$ cat config.mk
export PLATFORM = sky130hd
export DESIGN_NAME = png_stored_deflate_encoder_unit
export DESIGN_NICKNAME = d
export VERILOG_FILES = /design/src/hw/rtl/psde_pkg.sv /design/src/hw/rtl/png_stored_deflate_encoder_unit.sv
export SDC_FILE = /design/constraint.sdc
export NUM_CORES = 2
export LEC_CHECK = 0
export ABC_AREA = 1
export BUFFER_PORTS_ARGS = -buffer_cell sky130_fd_sc_hd__buf_2
export CORE_ASPECT_RATIO = 0.75
export CORE_MARGIN = 3
export CORE_UTILIZATION = 45
export DETAILED_ROUTE_END_ITERATION = 8
export PLACE_DENSITY_LB_ADDON = 0.25
export SLEW_MARGIN = 20
export SYNTH_ARGS = -nofsm -noshare
export SYNTH_HDL_FRONTEND = slang
export SYNTH_SLANG_ARGS = --single-unit
$ cat constraint.sdc
create_clock -name i_clk -period 10.45 [get_ports i_clk]
set_input_delay 2.6125 -clock i_clk [delete_from_list [all_inputs] [get_ports i_clk]]
set_output_delay 2.6125 -clock i_clk [all_outputs]
set_load 0.01 [all_outputs]
$ cat src/hw/rtl/psde_pkg.sv
// shared constants and helper functions of the png stored deflate encoder
package psde_pkg;

    localparam int unsigned DIM_W    = 14;
    localparam int unsigned RAW_W    = 30;
    localparam int unsigned IDX_W    = 6;
    // block count uses a fold by 2^16-1, so the block size is fixed
    localparam int unsigned STORED_BLOCK_MAX = 65535;
    localparam logic [31:0] CRC_POLY = 32'hEDB88320;
    localparam logic [16:0] ADLER_MOD = 17'd65521;
    localparam logic [7:0]  PNG_SIG0 = 8'd137;

    localparam logic CFG_WIDTH  = 1'b0;
    localparam logic CFG_HEIGHT = 1'b1;

    // header bytes up to the zlib header; variable fields read as zero
    function automatic logic [7:0] hdr_byte(input logic [IDX_W-1:0] idx);
        logic [7:0] b;
        unique case (idx)
            6'd0:    b = PNG_SIG0;
            6'd1:    b = 8'h50;
            6'd2:    b = 8'h4E;
            6'd3:    b = 8'h47;
            6'd4:    b = 8'h0D;
            6'd5:    b = 8'h0A;
            6'd6:    b = 8'h1A;
            6'd7:    b = 8'h0A;
            6'd11:   b = 8'd13;
            6'd12:   b = 8'h49;
            6'd13:   b = 8'h48;
            6'd14:   b = 8'h44;
            6'd15:   b = 8'h52;
            6'd24:   b = 8'd8;
            6'd25:   b = 8'd2;
            6'd37:   b = 8'h49;
            6'd38:   b = 8'h44;
            6'd39:   b = 8'h41;
            6'd40:   b = 8'h54;
            6'd41:   b = 8'h78;
            6'd42:   b = 8'h01;
            default: b = 8'h00;
        endcase
        return b;
    endfunction

    // trailer constant bytes (iend length and type)
    function automatic logic [7:0] trl_byte(input logic [IDX_W-1:0] idx);
        logic [7:0] b;
        unique case (idx)
            6'd12:   b = 8'h49;
            6'd13:   b = 8'h45;
            6'd14:   b = 8'h4E;
            6'd15:   b = 8'h44;
            default: b = 8'h00;
        endcase
        return b;
    endfunction

    function automatic logic [31:0] crc_byte(input logic [31:0] crc, input logic [7:0] b);
        logic [31:0] c;
        c = crc ^ {24'h0, b};
        for (int k = 0; k < 8; k++) begin
            c = c[0] ? (CRC_POLY ^ (c >> 1)) : (c >> 1);
        end
        return c;
    endfunction

endpackage

$ cat src/hw/rtl/png_stored_deflate_encoder_unit.sv
// png stream encoder with stored deflate blocks, top level
//
// Takes RGB image bytes in raster order and sends out a complete PNG file. Each image byte
// adds one output byte; the first byte of a file adds 43 bytes before it (signature, IHDR,
// IDAT length and type, zlib header), each row adds one filter byte, each stored block adds
// five bytes for BFINAL/LEN/NLEN, and the last byte adds 20 bytes after it (Adler-32, IDAT
// CRC, IEND). The output port sets the pace: one byte leaves per cycle while i_m_tready is
// high and an input byte is held. The stored block count for the IDAT length is folded
// from the registered raw length, long before the length bytes go out. Width and height
// writes are taken only between files.
module png_stored_deflate_encoder_unit #(
    parameter int unsigned MAX_DIMENSION    = 8192
) (
    input  logic        i_clk,
    input  logic        i_rst_n,
    input  logic        i_cfg_we,
    input  logic        i_cfg_idx,
    input  logic [13:0] i_cfg_data,
    input  logic        i_s_tvalid,
    output logic        o_s_tready,
    input  logic [7:0]  i_s_tdata,   // pixel_byte
    output logic        o_m_tvalid,
    input  logic        i_m_tready,
    output logic [7:0]  o_m_tdata,   // out_byte
    output logic        o_m_tlast,   // run_last
    output logic        o_m_tuser    // file_end
);

    localparam int unsigned RAW_W = psde_pkg::RAW_W;
    localparam int unsigned DIM_W = psde_pkg::DIM_W;
    localparam int unsigned IDX_W = psde_pkg::IDX_W;
    localparam int unsigned BLK_W = $clog2(psde_pkg::STORED_BLOCK_MAX + 1);
    localparam logic [RAW_W-1:0] BLK_MAX_RAW = RAW_W'(psde_pkg::STORED_BLOCK_MAX);
    localparam logic [RAW_W-1:0] BLK_RND     = RAW_W'(psde_pkg::STORED_BLOCK_MAX - 1);
    localparam logic [15:0]      DIM_MAX     = 16'(MAX_DIMENSION);

    typedef enum logic [1:0] {P_HDR, P_BH, P_RAW, P_TRL} t_phase;

    logic [DIM_W-1:0] r_width, r_height;
    logic [31:0]      r_crc, r_hold;
    logic [15:0]      r_adl_lo, r_adl_hi;
    logic [15:0]      r_col, r_row_len;
    logic [DIM_W-1:0] r_row;
    logic [BLK_W-1:0] r_blk;
    logic [RAW_W-1:0] r_raw_left, r_raw;
    logic             r_hs;
    logic             r_in_valid;
    logic [7:0]       r_in_byte;
    logic             r_fresh;
    t_phase           r_phase;
    logic [IDX_W-1:0] r_idx;
    logic             r_filt;
    logic             r_out_valid, r_out_last, r_out_end;
    logic [7:0]       r_out_data;
    logic [15:0]      r_blocks;

    t_phase           e_phase, n_phase;
    logic [IDX_W-1:0] e_idx, n_idx;
    logic             e_filt, n_filt;
    logic             adv, done, fin;
    logic [7:0]       byte_out;
    logic [BLK_W-1:0] blk_n, blk_eff, n_blk;
    logic [15:0]      len16, inv16;
    logic             bfinal;
    logic [31:0]      crc_fin, idat_len, crc_in;
    logic             crc_start, hold_load;
    logic [16:0]      sum_lo, lo2, sum_hi, hi2;
    logic [15:0]      col_inc, row_plus, row_len3;
    logic [RAW_W-1:0] raw_calc;
    logic [RAW_W-1:0] rnd_raw;
    logic [16:0]      fold_sum;
    logic [15:0]      blk_cnt;
    logic [15:0]      cfg_ext;
    logic [DIM_W-1:0] cfg_val;

    assign adv      = r_in_valid && (!r_out_valid || i_m_tready);
    assign crc_fin  = ~r_crc;
    assign idat_len = 32'd6 + 32'(r_raw) + 32'(r_blocks) + (32'(r_blocks) << 2);
    assign row_plus = {2'b00, r_width} + {1'b0, r_width, 1'b0} + 16'd1;
    assign row_len3 = row_plus - 16'd1;
    assign raw_calc = RAW_W'({16'h0, r_height} * {14'h0, row_plus});
    // ceil(raw / (2^16-1)): x = a*2^16 + b gives a plus one when a + b reaches 2^16-1
    assign rnd_raw  = r_raw + BLK_RND;
    assign fold_sum = {1'b0, rnd_raw[15:0]} + 17'(rnd_raw[RAW_W-1:16]);
    assign blk_cnt  = 16'(rnd_raw[RAW_W-1:16]) + 16'(fold_sum >= 17'd65535);
    assign blk_n    = (r_raw_left < BLK_MAX_RAW) ? r_raw_left[BLK_W-1:0] : BLK_MAX_RAW[BLK_W-1:0];
    assign bfinal   = (r_raw_left <= BLK_MAX_RAW);
    assign len16    = 16'(blk_n);
    assign inv16    = ~len16;
    assign blk_eff  = (r_blk == '0) ? blk_n : r_blk;
    assign n_blk    = (blk_eff != '0) ? blk_eff - BLK_W'(1) : '0;
    assign col_inc  = r_col + 16'd1;
    assign sum_lo   = {1'b0, r_adl_lo} + {9'h0, byte_out};
    assign lo2      = (sum_lo >= psde_pkg::ADLER_MOD) ? sum_lo - psde_pkg::ADLER_MOD : sum_lo;
    assign sum_hi   = {1'b0, r_adl_hi} + lo2;
    assign hi2      = (sum_hi >= psde_pkg::ADLER_MOD) ? sum_hi - psde_pkg::ADLER_MOD : sum_hi;
    assign cfg_ext  = {2'b00, i_cfg_data};
    assign cfg_val  = (i_cfg_data == '0) ? DIM_W'(1) :
                      (cfg_ext > DIM_MAX) ? DIM_MAX[DIM_W-1:0] : i_cfg_data;

    // phase of the byte about to go out
    always_comb begin
        if (r_fresh) begin
            e_idx = '0;
            if (!r_hs) begin
                e_phase = P_HDR;
                e_filt  = 1'b1;
            end else begin
                e_filt  = (r_col == '0);
                e_phase = (r_blk == '0) ? P_BH : P_RAW;
            end
        end else begin
            e_phase = r_phase;
            e_idx   = r_idx;
            e_filt  = r_filt;
        end
    end

    always_comb begin
        unique case (e_phase)
            P_HDR: begin
                unique case (e_idx)
                    6'd18:   byte_out = {2'b00, r_width[13:8]};
                    6'd19:   byte_out = r_width[7:0];
                    6'd22:   byte_out = {2'b00, r_height[13:8]};
                    6'd23:   byte_out = r_height[7:0];
                    6'd29:   byte_out = crc_fin[31:24];
                    6'd30:   byte_out = r_hold[23:16];
                    6'd31:   byte_out = r_hold[15:8];
                    6'd32:   byte_out = r_hold[7:0];
                    6'd33:   byte_out = idat_len[31:24];
                    6'd34:   byte_out = idat_len[23:16];
                    6'd35:   byte_out = idat_len[15:8];
                    6'd36:   byte_out = idat_len[7:0];
                    default: byte_out = psde_pkg::hdr_byte(e_idx);
                endcase
            end
            P_BH: begin
                unique case (e_idx)
                    6'd0:    byte_out = {7'h0, bfinal};
                    6'd1:    byte_out = len16[7:0];
                    6'd2:    byte_out = len16[15:8];
                    6'd3:    byte_out = inv16[7:0];
                    default: byte_out = inv16[15:8];
                endcase
            end
            P_RAW: byte_out = e_filt ? 8'h00 : r_in_byte;
            P_TRL: begin
                unique case (e_idx)
                    6'd0:    byte_out = r_adl_hi[15:8];
                    6'd1:    byte_out = r_adl_hi[7:0];
                    6'd2:    byte_out = r_adl_lo[15:8];
                    6'd3:    byte_out = r_adl_lo[7:0];
                    6'd4:    byte_out = crc_fin[31:24];
                    6'd5:    byte_out = r_hold[23:16];
                    6'd6:    byte_out = r_hold[15:8];
                    6'd7:    byte_out = r_hold[7:0];
                    6'd16:   byte_out = crc_fin[31:24];
                    6'd17:   byte_out = r_hold[23:16];
                    6'd18:   byte_out = r_hold[15:8];
                    6'd19:   byte_out = r_hold[7:0];
                    default: byte_out = psde_pkg::trl_byte(e_idx);
                endcase
            end
            default: byte_out = 8'h00;
        endcase
    end

    assign crc_start = (e_phase == P_HDR && (e_idx == 6'd12 || e_idx == 6'd37)) ||
                       (e_phase == P_TRL && e_idx == 6'd12);
    assign hold_load = (e_phase == P_HDR && e_idx == 6'd29) ||
                       (e_phase == P_TRL && (e_idx == 6'd4 || e_idx == 6'd16));
    assign crc_in    = crc_start ? 32'hFFFFFFFF : r_crc;

    // sequencing of the bytes of one input item
    always_comb begin
        n_phase = e_phase;
        n_idx   = e_idx + IDX_W'(1);
        n_filt  = e_filt;
        done    = 1'b0;
        fin     = 1'b0;
        unique case (e_phase)
            P_HDR: begin
                if (e_idx == 6'd42) begin
                    n_phase = P_BH;
                    n_idx   = '0;
                    n_filt  = 1'b1;
                end
            end
            P_BH: begin
                if (e_idx == 6'd4) begin
                    n_phase = P_RAW;
                    n_idx   = '0;
                end
            end
            P_RAW: begin
                n_idx = '0;
                if (e_filt) begin
                    n_filt  = 1'b0;
                    n_phase = (n_blk == '0) ? P_BH : P_RAW;
                end else if (col_inc == r_row_len &&
                             ({2'b00, r_row} + 16'd1) == {2'b00, r_height}) begin
                    n_phase = P_TRL;
                end else begin
                    done = 1'b1;
                end
            end
            P_TRL: begin
                if (e_idx == 6'd19) begin
                    done = 1'b1;
                    fin  = 1'b1;
                end
            end
            default: done = 1'b1;
        endcase
    end

    assign o_s_tready = !r_in_valid || (adv && done);

    always_ff @(posedge i_clk) begin
        if (!i_rst_n) begin
            r_width     <= DIM_W'(1);
            r_height    <= DIM_W'(1);
            r_crc       <= 32'hFFFFFFFF;
            r_adl_lo    <= 16'd1;
            r_adl_hi    <= 16'd0;
            r_col       <= '0;
            r_row       <= '0;
            r_blk       <= '0;
            r_raw_left  <= '0;
            r_hs        <= 1'b0;
            r_in_valid  <= 1'b0;
            r_fresh     <= 1'b1;
            r_phase     <= P_HDR;
            r_idx       <= '0;
            r_filt      <= 1'b0;
            r_out_valid <= 1'b0;
        end else begin
            if (i_cfg_we && !r_hs) begin
                unique case (i_cfg_idx)
                    psde_pkg::CFG_WIDTH:  r_width  <= cfg_val;
                    psde_pkg::CFG_HEIGHT: r_height <= cfg_val;
                    default: ;
                endcase
            end

            if (o_s_tready) begin
                r_in_valid <= i_s_tvalid;
            end

            if (adv) begin
                r_out_valid <= 1'b1;
                r_crc       <= psde_pkg::crc_byte(crc_in, byte_out);
                r_fresh     <= done;
                r_phase     <= n_phase;
                r_idx       <= n_idx;
                r_filt      <= n_filt;
                if (hold_load) begin
                    r_hold <= crc_fin;
                end
                if (e_phase == P_HDR && e_idx == '0) begin
                    r_hs       <= 1'b1;
                    r_raw      <= raw_calc;
                    r_raw_left <= raw_calc;
                    r_row_len  <= row_len3;
                    r_blk      <= '0;
                    r_col      <= '0;
                    r_row      <= '0;
                    r_adl_lo   <= 16'd1;
                    r_adl_hi   <= 16'd0;
                end
                if (e_phase == P_RAW) begin
                    r_adl_lo <= lo2[15:0];
                    r_adl_hi <= hi2[15:0];
                    r_blk    <= n_blk;
                    if (r_raw_left != '0) begin
                        r_raw_left <= r_raw_left - RAW_W'(1);
                    end
                    if (!e_filt) begin
                        if (col_inc == r_row_len) begin
                            r_col <= '0;
                            r_row <= r_row + DIM_W'(1);
                        end else begin
                            r_col <= col_inc;
                        end
                    end
                end
                if (fin) begin
                    r_hs       <= 1'b0;
                    r_col      <= '0;
                    r_row      <= '0;
                    r_blk      <= '0;
                    r_raw_left <= '0;
                end
            end else if (i_m_tready) begin
                r_out_valid <= 1'b0;
            end
        end
    end

    always_ff @(posedge i_clk) begin
        if (o_s_tready && i_s_tvalid) begin
            r_in_byte <= i_s_tdata;
        end
        if (adv) begin
            r_out_data <= byte_out;
            r_out_last <= done;
            r_out_end  <= fin;
        end
        r_blocks <= blk_cnt;
    end

    assign o_m_tvalid = r_out_valid;
    assign o_m_tdata  = r_out_data;
    assign o_m_tlast  = r_out_last;
    assign o_m_tuser  = r_out_end;

endmodule

# Word-level counts from Yosys, hierarchy flattened
# Memory sizes are Yosys's and may differ from the RTL's.
# Index checks and enable logic that the tools add are counted.
# op_classes
addsub	19
multipliers	1
order_cmp	6
eq_ne	32
n_mux	68
bitwise	12
n_reduce_logical	42
# ops
op	count
two-way mux 32 bit	9
two-way mux 16 bit	15
two-way mux 30 bit	4
inverter 13 -> 14 bit	8
two-way mux 14 bit	7
case mux 8 bit (12 select lines)	1
case mux 8 bit (4 select lines)	2
case mux 8 bit (8 select lines)	1
== test 6 x 5 -> 1 bit, second input constant	9
greater-or-equal comparator 17 x 16 -> 1 bit, second input constant	3
zero test 16 bit	3
== test 6 bit, second input constant	7
adder 16 x 1 -> 16 bit, second input constant	2
adder 31 x 15 -> 32 bit	1
adder 32 x 17 -> 32 bit	1
inverter 32 bit	1
subtractor 16 x 1 -> 16 bit, second input constant	2
XOR 32 x 8 -> 32 bit	1
adder 3 x 30 -> 31 bit, first input constant	1
adder 30 x 16 -> 30 bit, second input constant	1
<= comparator 30 x 16 -> 1 bit, second input constant	1
less-than comparator 30 x 16 -> 1 bit, second input constant	1
multiplier 14 x 16 -> 30 bit	1
nonzero test 30 bit	1
43 further kinds	97
# totals
ff_bits	284
rom_bits	512
in_bits	28
out_inout_bits	12
wordCells	205
n_memories	1
# memory_table
name	depth	width	rd	rd_clocked_by_memory_dff	wr	line_no	source
(name not given)	64	8	1	0	0	psde_pkg.sv:19	unique case (idx)

# Logic depth before layout (Yosys ltp)
# depth
word_depth	25
ltp_mapped	59
depth_no_buf	59

# Least setup slack after synthesis
# No wires, ideal clock.
# synth_path
kind	reg2reg
from	reg r_raw[1]
to	reg r_adl_hi[6]
setup_time_ps	132
t_arrival_ps	7388
t_required_ps	10318
path_slack_ps	2929
stages_incl_launch_ff	52
n_path_buf	1
synth_period_minus_slack_ps	7521
path_cell_list	edfxtp_1 inv_1 ha_1 fa_1 inv_1 ha_1 inv_1 fa_1 inv_1 nand3_1 nand2_1 nand2_1 nand2_1 nand2_1 nand3b_1 nand3_1 nand4_1 nand3_2 (+16 left out) inv_1 fa_1 inv_1 nand3_1 nand3_1 nand2_1 nand3_1 xor2_1 nand4_1 nor2_1 nand4_1 nor3_1 nor2_1 nand2_1 buf_2 nand2_1 nand4_1 a21oi_1
# synth_between
elab_chain_cells	12
word_cells_on_any_way	14
cone_classes	add/sub: 7; order compare: 2; mux: 5
# synth_lines
item	line_no	source
start: declaration	png_stored_deflate_encoder_unit.sv:45	logic [RAW_W-1:0] r_raw_left, r_raw;
start signal: assignment	png_stored_deflate_encoder_unit.sv:263	r_raw <= raw_calc;
adder 3 x 30 -> 31 bit (*)	png_stored_deflate_encoder_unit.sv:78	assign idat_len = 32'd6 + 32'(r_raw) + 32'(r_blocks) + (32'(r_blocks) << 2);
adder 31 x 15 -> 32 bit (*)	png_stored_deflate_encoder_unit.sv:78	
adder 32 x 17 -> 32 bit (*)	png_stored_deflate_encoder_unit.sv:78	
case mux 8 bit (12 select lines) (*)	png_stored_deflate_encoder_unit.sv:122	unique case (e_idx)
case mux 8 bit (4 select lines) (*)	png_stored_deflate_encoder_unit.sv:120	unique case (e_phase)
net byte_out[0]	png_stored_deflate_encoder_unit.sv:61	logic [7:0] byte_out;
adder 16 x 8 -> 17 bit (*)	png_stored_deflate_encoder_unit.sv:93	assign sum_lo = {1'b0, r_adl_lo} + {9'h0, byte_out};
subtractor 17 x 16 -> 17 bit / greater-or-equal comparator 17 x 16 -> 1 bit (equally long branches)	png_stored_deflate_encoder_unit.sv:94	assign lo2 = (sum_lo >= psde_pkg::ADLER_MOD) ? sum_lo - psde_pkg::ADLER_MOD : sum_lo;
two-way mux 17 bit (*)	png_stored_deflate_encoder_unit.sv:94	
adder 16 x 17 -> 17 bit (*)	png_stored_deflate_encoder_unit.sv:95	assign sum_hi = {1'b0, r_adl_hi} + lo2;
subtractor 16 bit / greater-or-equal comparator 17 x 16 -> 1 bit (equally long branches)	png_stored_deflate_encoder_unit.sv:96	assign hi2 = (sum_hi >= psde_pkg::ADLER_MOD) ? sum_hi - psde_pkg::ADLER_MOD : sum_hi;
two-way mux 16 bit (*)	png_stored_deflate_encoder_unit.sv:96	
two-way mux 16 bit (*)	png_stored_deflate_encoder_unit.sv:272	if (e_phase == P_RAW) begin
end signal: assignment	png_stored_deflate_encoder_unit.sv:274	r_adl_hi <= hi2[15:0];
end: declaration	png_stored_deflate_encoder_unit.sv:41	logic [15:0] r_adl_lo, r_adl_hi;
# The timed path passes the listed nets; every way through them passes the cells marked *.
# A chain may end at the register's enable or synchronous reset.

# Final worst setup path
# Ends and elaborated chain as after synthesis.

==> results by group <==
Worst setup path
  – Setup slack on the worst flop-to-flop path: 1.06 ns
  – Startpoint of the lowest-slack register-to-register path: r_raw[1]
  – Worst Setup End Kind: flip-flop
  – Element type at the critical path start: flip-flop
  – Kind of critical path: flip-flop to flip-flop
  – Largest incremental delay on the critical path: between 0.4 and 0.5 ns
  – End of the worst register-to-register path: r_adl_hi[6]
  – Length in cells of the worst reg-to-reg path: 53
  – Largest fanout of any net on the critical path: 18
  – Worst EP required: 10.84 ns
  – Arrival time reported for the critical path endpoint: 9.78 ns
  – Most Frequent Cell on Critical Path: nand2_1
  – Critical-path top delay cell: fa_1

Synth
  – Register area share after synthesis: 20.8%
  – Post-synthesis instance area: 31,500 sq um
  – Area contributors post-synth: nand2_1 (15%), dfxtp_1 (12%), fa_1 (12%)
  – Area share of the largest cell type after synthesis: 15.3%
  – Most used flip-flop cell after synthesis: dfxtp_1
  – Average cell area after synthesis: 6.65 sq um
  – Number of enable-type register cells in the synthesized netlist: 88
  – Post-synthesis register bit count: 284
  – Synthesized net count: slightly above 5,000
  – Synth cell types: 68
  – Yosys warning total: 0
  – Cell count after synthesis: 4,739
  – Fraction of registers with async set or reset after synthesis: 0%
  – Leading area contributor after synthesis: nand2_1

Global routing
  – Residual overflow from global routing: 0
  – Number of antenna violations at the first check in global routing: 7
  – Maximum number of pins on one net before global-route repair: 70
  – GRT Resource Usage Total: 29.9%
  – Wire length of the first global-routing pass: 172,000 microns
  – Vias in the first global route: between 20,000 and 30,000

Die
  – Count of boundary I/O pins: 40
  – Floorplan die area: between 70,000 and 80,000 sq um
  – Effective utilization at floorplan: 45.8%
  – Core region area: 68,900 sq um
  – Die Wd: about 310 microns
  – Core Rows: 83
  – Floorplan die height: 235 microns

Min path
  – Class of the worst hold path: flip-flop to flip-flop
  – Cells on Worst Hold Path: 2
  – Hold Path Origin: r_col[7]
  – Endpoint of the worst hold-timing path: r_col[7]

Final layout
  – Most frequent standard cell in the layout excluding fill and tap cells: nand2_1
  – Fraction of final layout cells sized beyond drive strength 1: 5.80%
  – Highest-count cells in the layout ignoring fill and taps: nand2_1 (1,281), inv_1 (692), nor2_1 (443), nand3_1 (390), a21oi_1 (315)
  – Final nets: 5,137
  – Post-layout instance area: 33,800 sq um
  – Fillers: just over 7,000
  – Area growth from synthesis to layout: 7.29%

Routing
  – Post-DR vias/cell: 5.57
  – DR top layer: met4
  – Antenna violation net count after detailed routing: 0
  – Average detailed-routed wire length per instance: 19.7 microns
  – DRC: 0
  – Aggregate routed wire length: 112,000 microns
  – Vias after detailed routing: 31,600
  – Post-route met1 wirelength: 51,900 microns
  – Pre-antenna DRT Iters: 6
  – Routed met2 length: between 40,000 and 50,000 microns
  – Violation count after the first detailed-route iteration: 4,070
  – Amount of wire on met3 after detailed routing: 15,800 microns

Timing
  – Crit share post-route: 89.9%
  – Transition time at the pin with the least slew margin: 1.26 ns
  – Normalized max-slew margin: between 10% and 20%
  – Number of pins exceeding their max-slew limit in the final report: 0
  – Worst-case clock skew: 0.0256 ns
  – Final Hold Viols: 0
  – RSZ-0062 raised after global routing: no
  – Max Clock Freq: about 0.11 GHz
  – Final worst path period need: around 9.4 ns
  – Setup violations, final: 0
  – Sum of negative setup slack: 0 ns

CTS
  – H-tree lvl count: 2
  – Worst-case clock buffer depth: 3
  – Number of sinks handled by clock tree synthesis: between 200 and 300
  – Clock Root Buffer: clkbuf_16
  – Gates resized, CTS repair: 0
  – CTS tree: done
  – Post-CTS Setup Inserts: 0
  – TritonCTS Buffers: 34
  – Clock-pin slew on the worst setup and hold paths: approximately 0.070 ns
  – Hold_buf cts: 0
  – Skew-Pair Late Insertion Delay: 0.55 ns

Placed design
  – Buffers on Ports: 39
  – Estimated wirelength of the detail-placed design: roughly 88,000 microns
  – Global placer's final weighted congestion: 1.01
  – Placement Cell Area: ~33,000 sq um

Pwr
  – Internal power consumption: 3010 uW
  – Power spent charging and discharging nets: 2990 uW
  – Switching power share of the total: 49.8%
  – Power share of the sequential group: 22.9%
  – Combinational share of power: 55.6%
  – Max IR drop VDD: 123 uV
  – Static Leak: 0.0162 uW
  – Clock share of power: 21.5%
  – Power per cell area: 177 nW/um^2

Outcome
  – Result of the run: completed

Run
  – Count of maximum capacitance violations: 0
[cell type report]
type	instances	area [sq um]	share of cell area, %
inverter	715	2690	7.95
clock buffer	41	908	2.69
antenna	3	7.51	0.0222
clock inverter	20	246	0.729
multi-input combinational	3607	21700	64.3
timing repair buffer	78	488	1.44
tap	935	1170	3.46
sequential	284	6570	19.4
[synthesized netlist by cell type (16+ instances only)]
library cell	count
clkbuf_1	102
a21oi_1	316
xnor2_1	37
nand4_1	81
nand2_1	1282
nor2_1	446
or2_2	31
o22ai_1	24
edfxtp_1	88
nand3b_1	23
o21ai_0	176
o211ai_1	33
nand3_1	390
xor2_1	138
nor3_1	55
nand2_2	35
fa_1	183
nor4_1	16
inv_1	693
ha_1	206
dfxtp_1	196
[metrics by stage]
stage / worst slack, ns / hold WS (ns) / util (%) / power (uW) / std cells
after floorplan: 2.93 / 0.441 / - / 3620 / 4739
after global placement: 1.40 / 0.449 / 47.4 / 4570 / 5619
after detailed placement: 1.27 / 0.456 / 47.4 / 4590 / 5619
after CTS: 1.18 / 0.470 / 49.1 / 5890 / 5680
after global routing: 0.0659 / 0.492 / 49.1 / 6420 / 5680
final: 1.06 / 0.467 / 49.1 / 6000 / 5683
[worst max-delay path by stage]
stage              from            to  depth (start not counted)
2_1_floorplan  r_raw[1]   r_adl_hi[6]                         51
5_1_grt        r_raw[1]  r_adl_hi[13]                         51
4_1_cts        r_raw[1]  r_adl_hi[13]                         51
6_report       r_raw[1]   r_adl_hi[6]                         53
3_5_place_dp   r_raw[1]  r_adl_hi[13]                         51
3_3_place_gp   r_raw[1]  r_adl_hi[13]                         53
[power groups by stage]
| stage | Combinational, uW | Sequential (uW) | Clock [uW] |
|---|---|---|---|
| CTS | 3220 | 1370 | 1300 |
| global placement | 3180 | 1390 | 0 |
| global route | 3690 | 1380 | 1340 |
| finish | 3340 | 1380 | 1290 |
| floorplan | 2270 | 1340 | 0 |
| detailed placement | 3200 | 1390 | 0 |
[worst max-delay path, delay by kind of cell (launching register included)]
kind / cells / cell delay (ns)
simple gates: 35 / 5.04
fa+ha+maj: 7 / 2.25
buf+inv: 8 / 0.91
xor+xnor: 2 / 0.58
flops: 1 / 0.39
compound gates: 1 / 0.06
[state kept, by name (all words and copies together) (netlist names), 2 cells and up]
name and count:
r_in_byte 8, r_raw_left 30, r_crc 32, r_row 14
r_width 14, r_blk 16, r_col 16, o_m_tdata 8
r_row_len 16, r_height 14, r_phase 2, r_blocks 15
r_hold 24, r_adl_hi 16, r_idx 6, r_adl_lo 16
r_raw 30
[kinds of logic after synthesis]
logic type / after synthesis / share of synthesized area (%)
simple gates: 2423 / 33.2
buf+inv: 848 / 10.4
xor+xnor: 176 / 4.94
fa+ha+maj: 389 / 19.8
compound gates: 619 / 10.9
flops: 284 / 20.8
[routing by layer]
layer,vias to the layer above,track usage [%]
met1,14600,45.5
met5,-,0
met4,0,6.63
li1,15200,-
met2,1662,39.3
met3,177,11.3
Note: power is estimated with default switching activity, not from simulation.
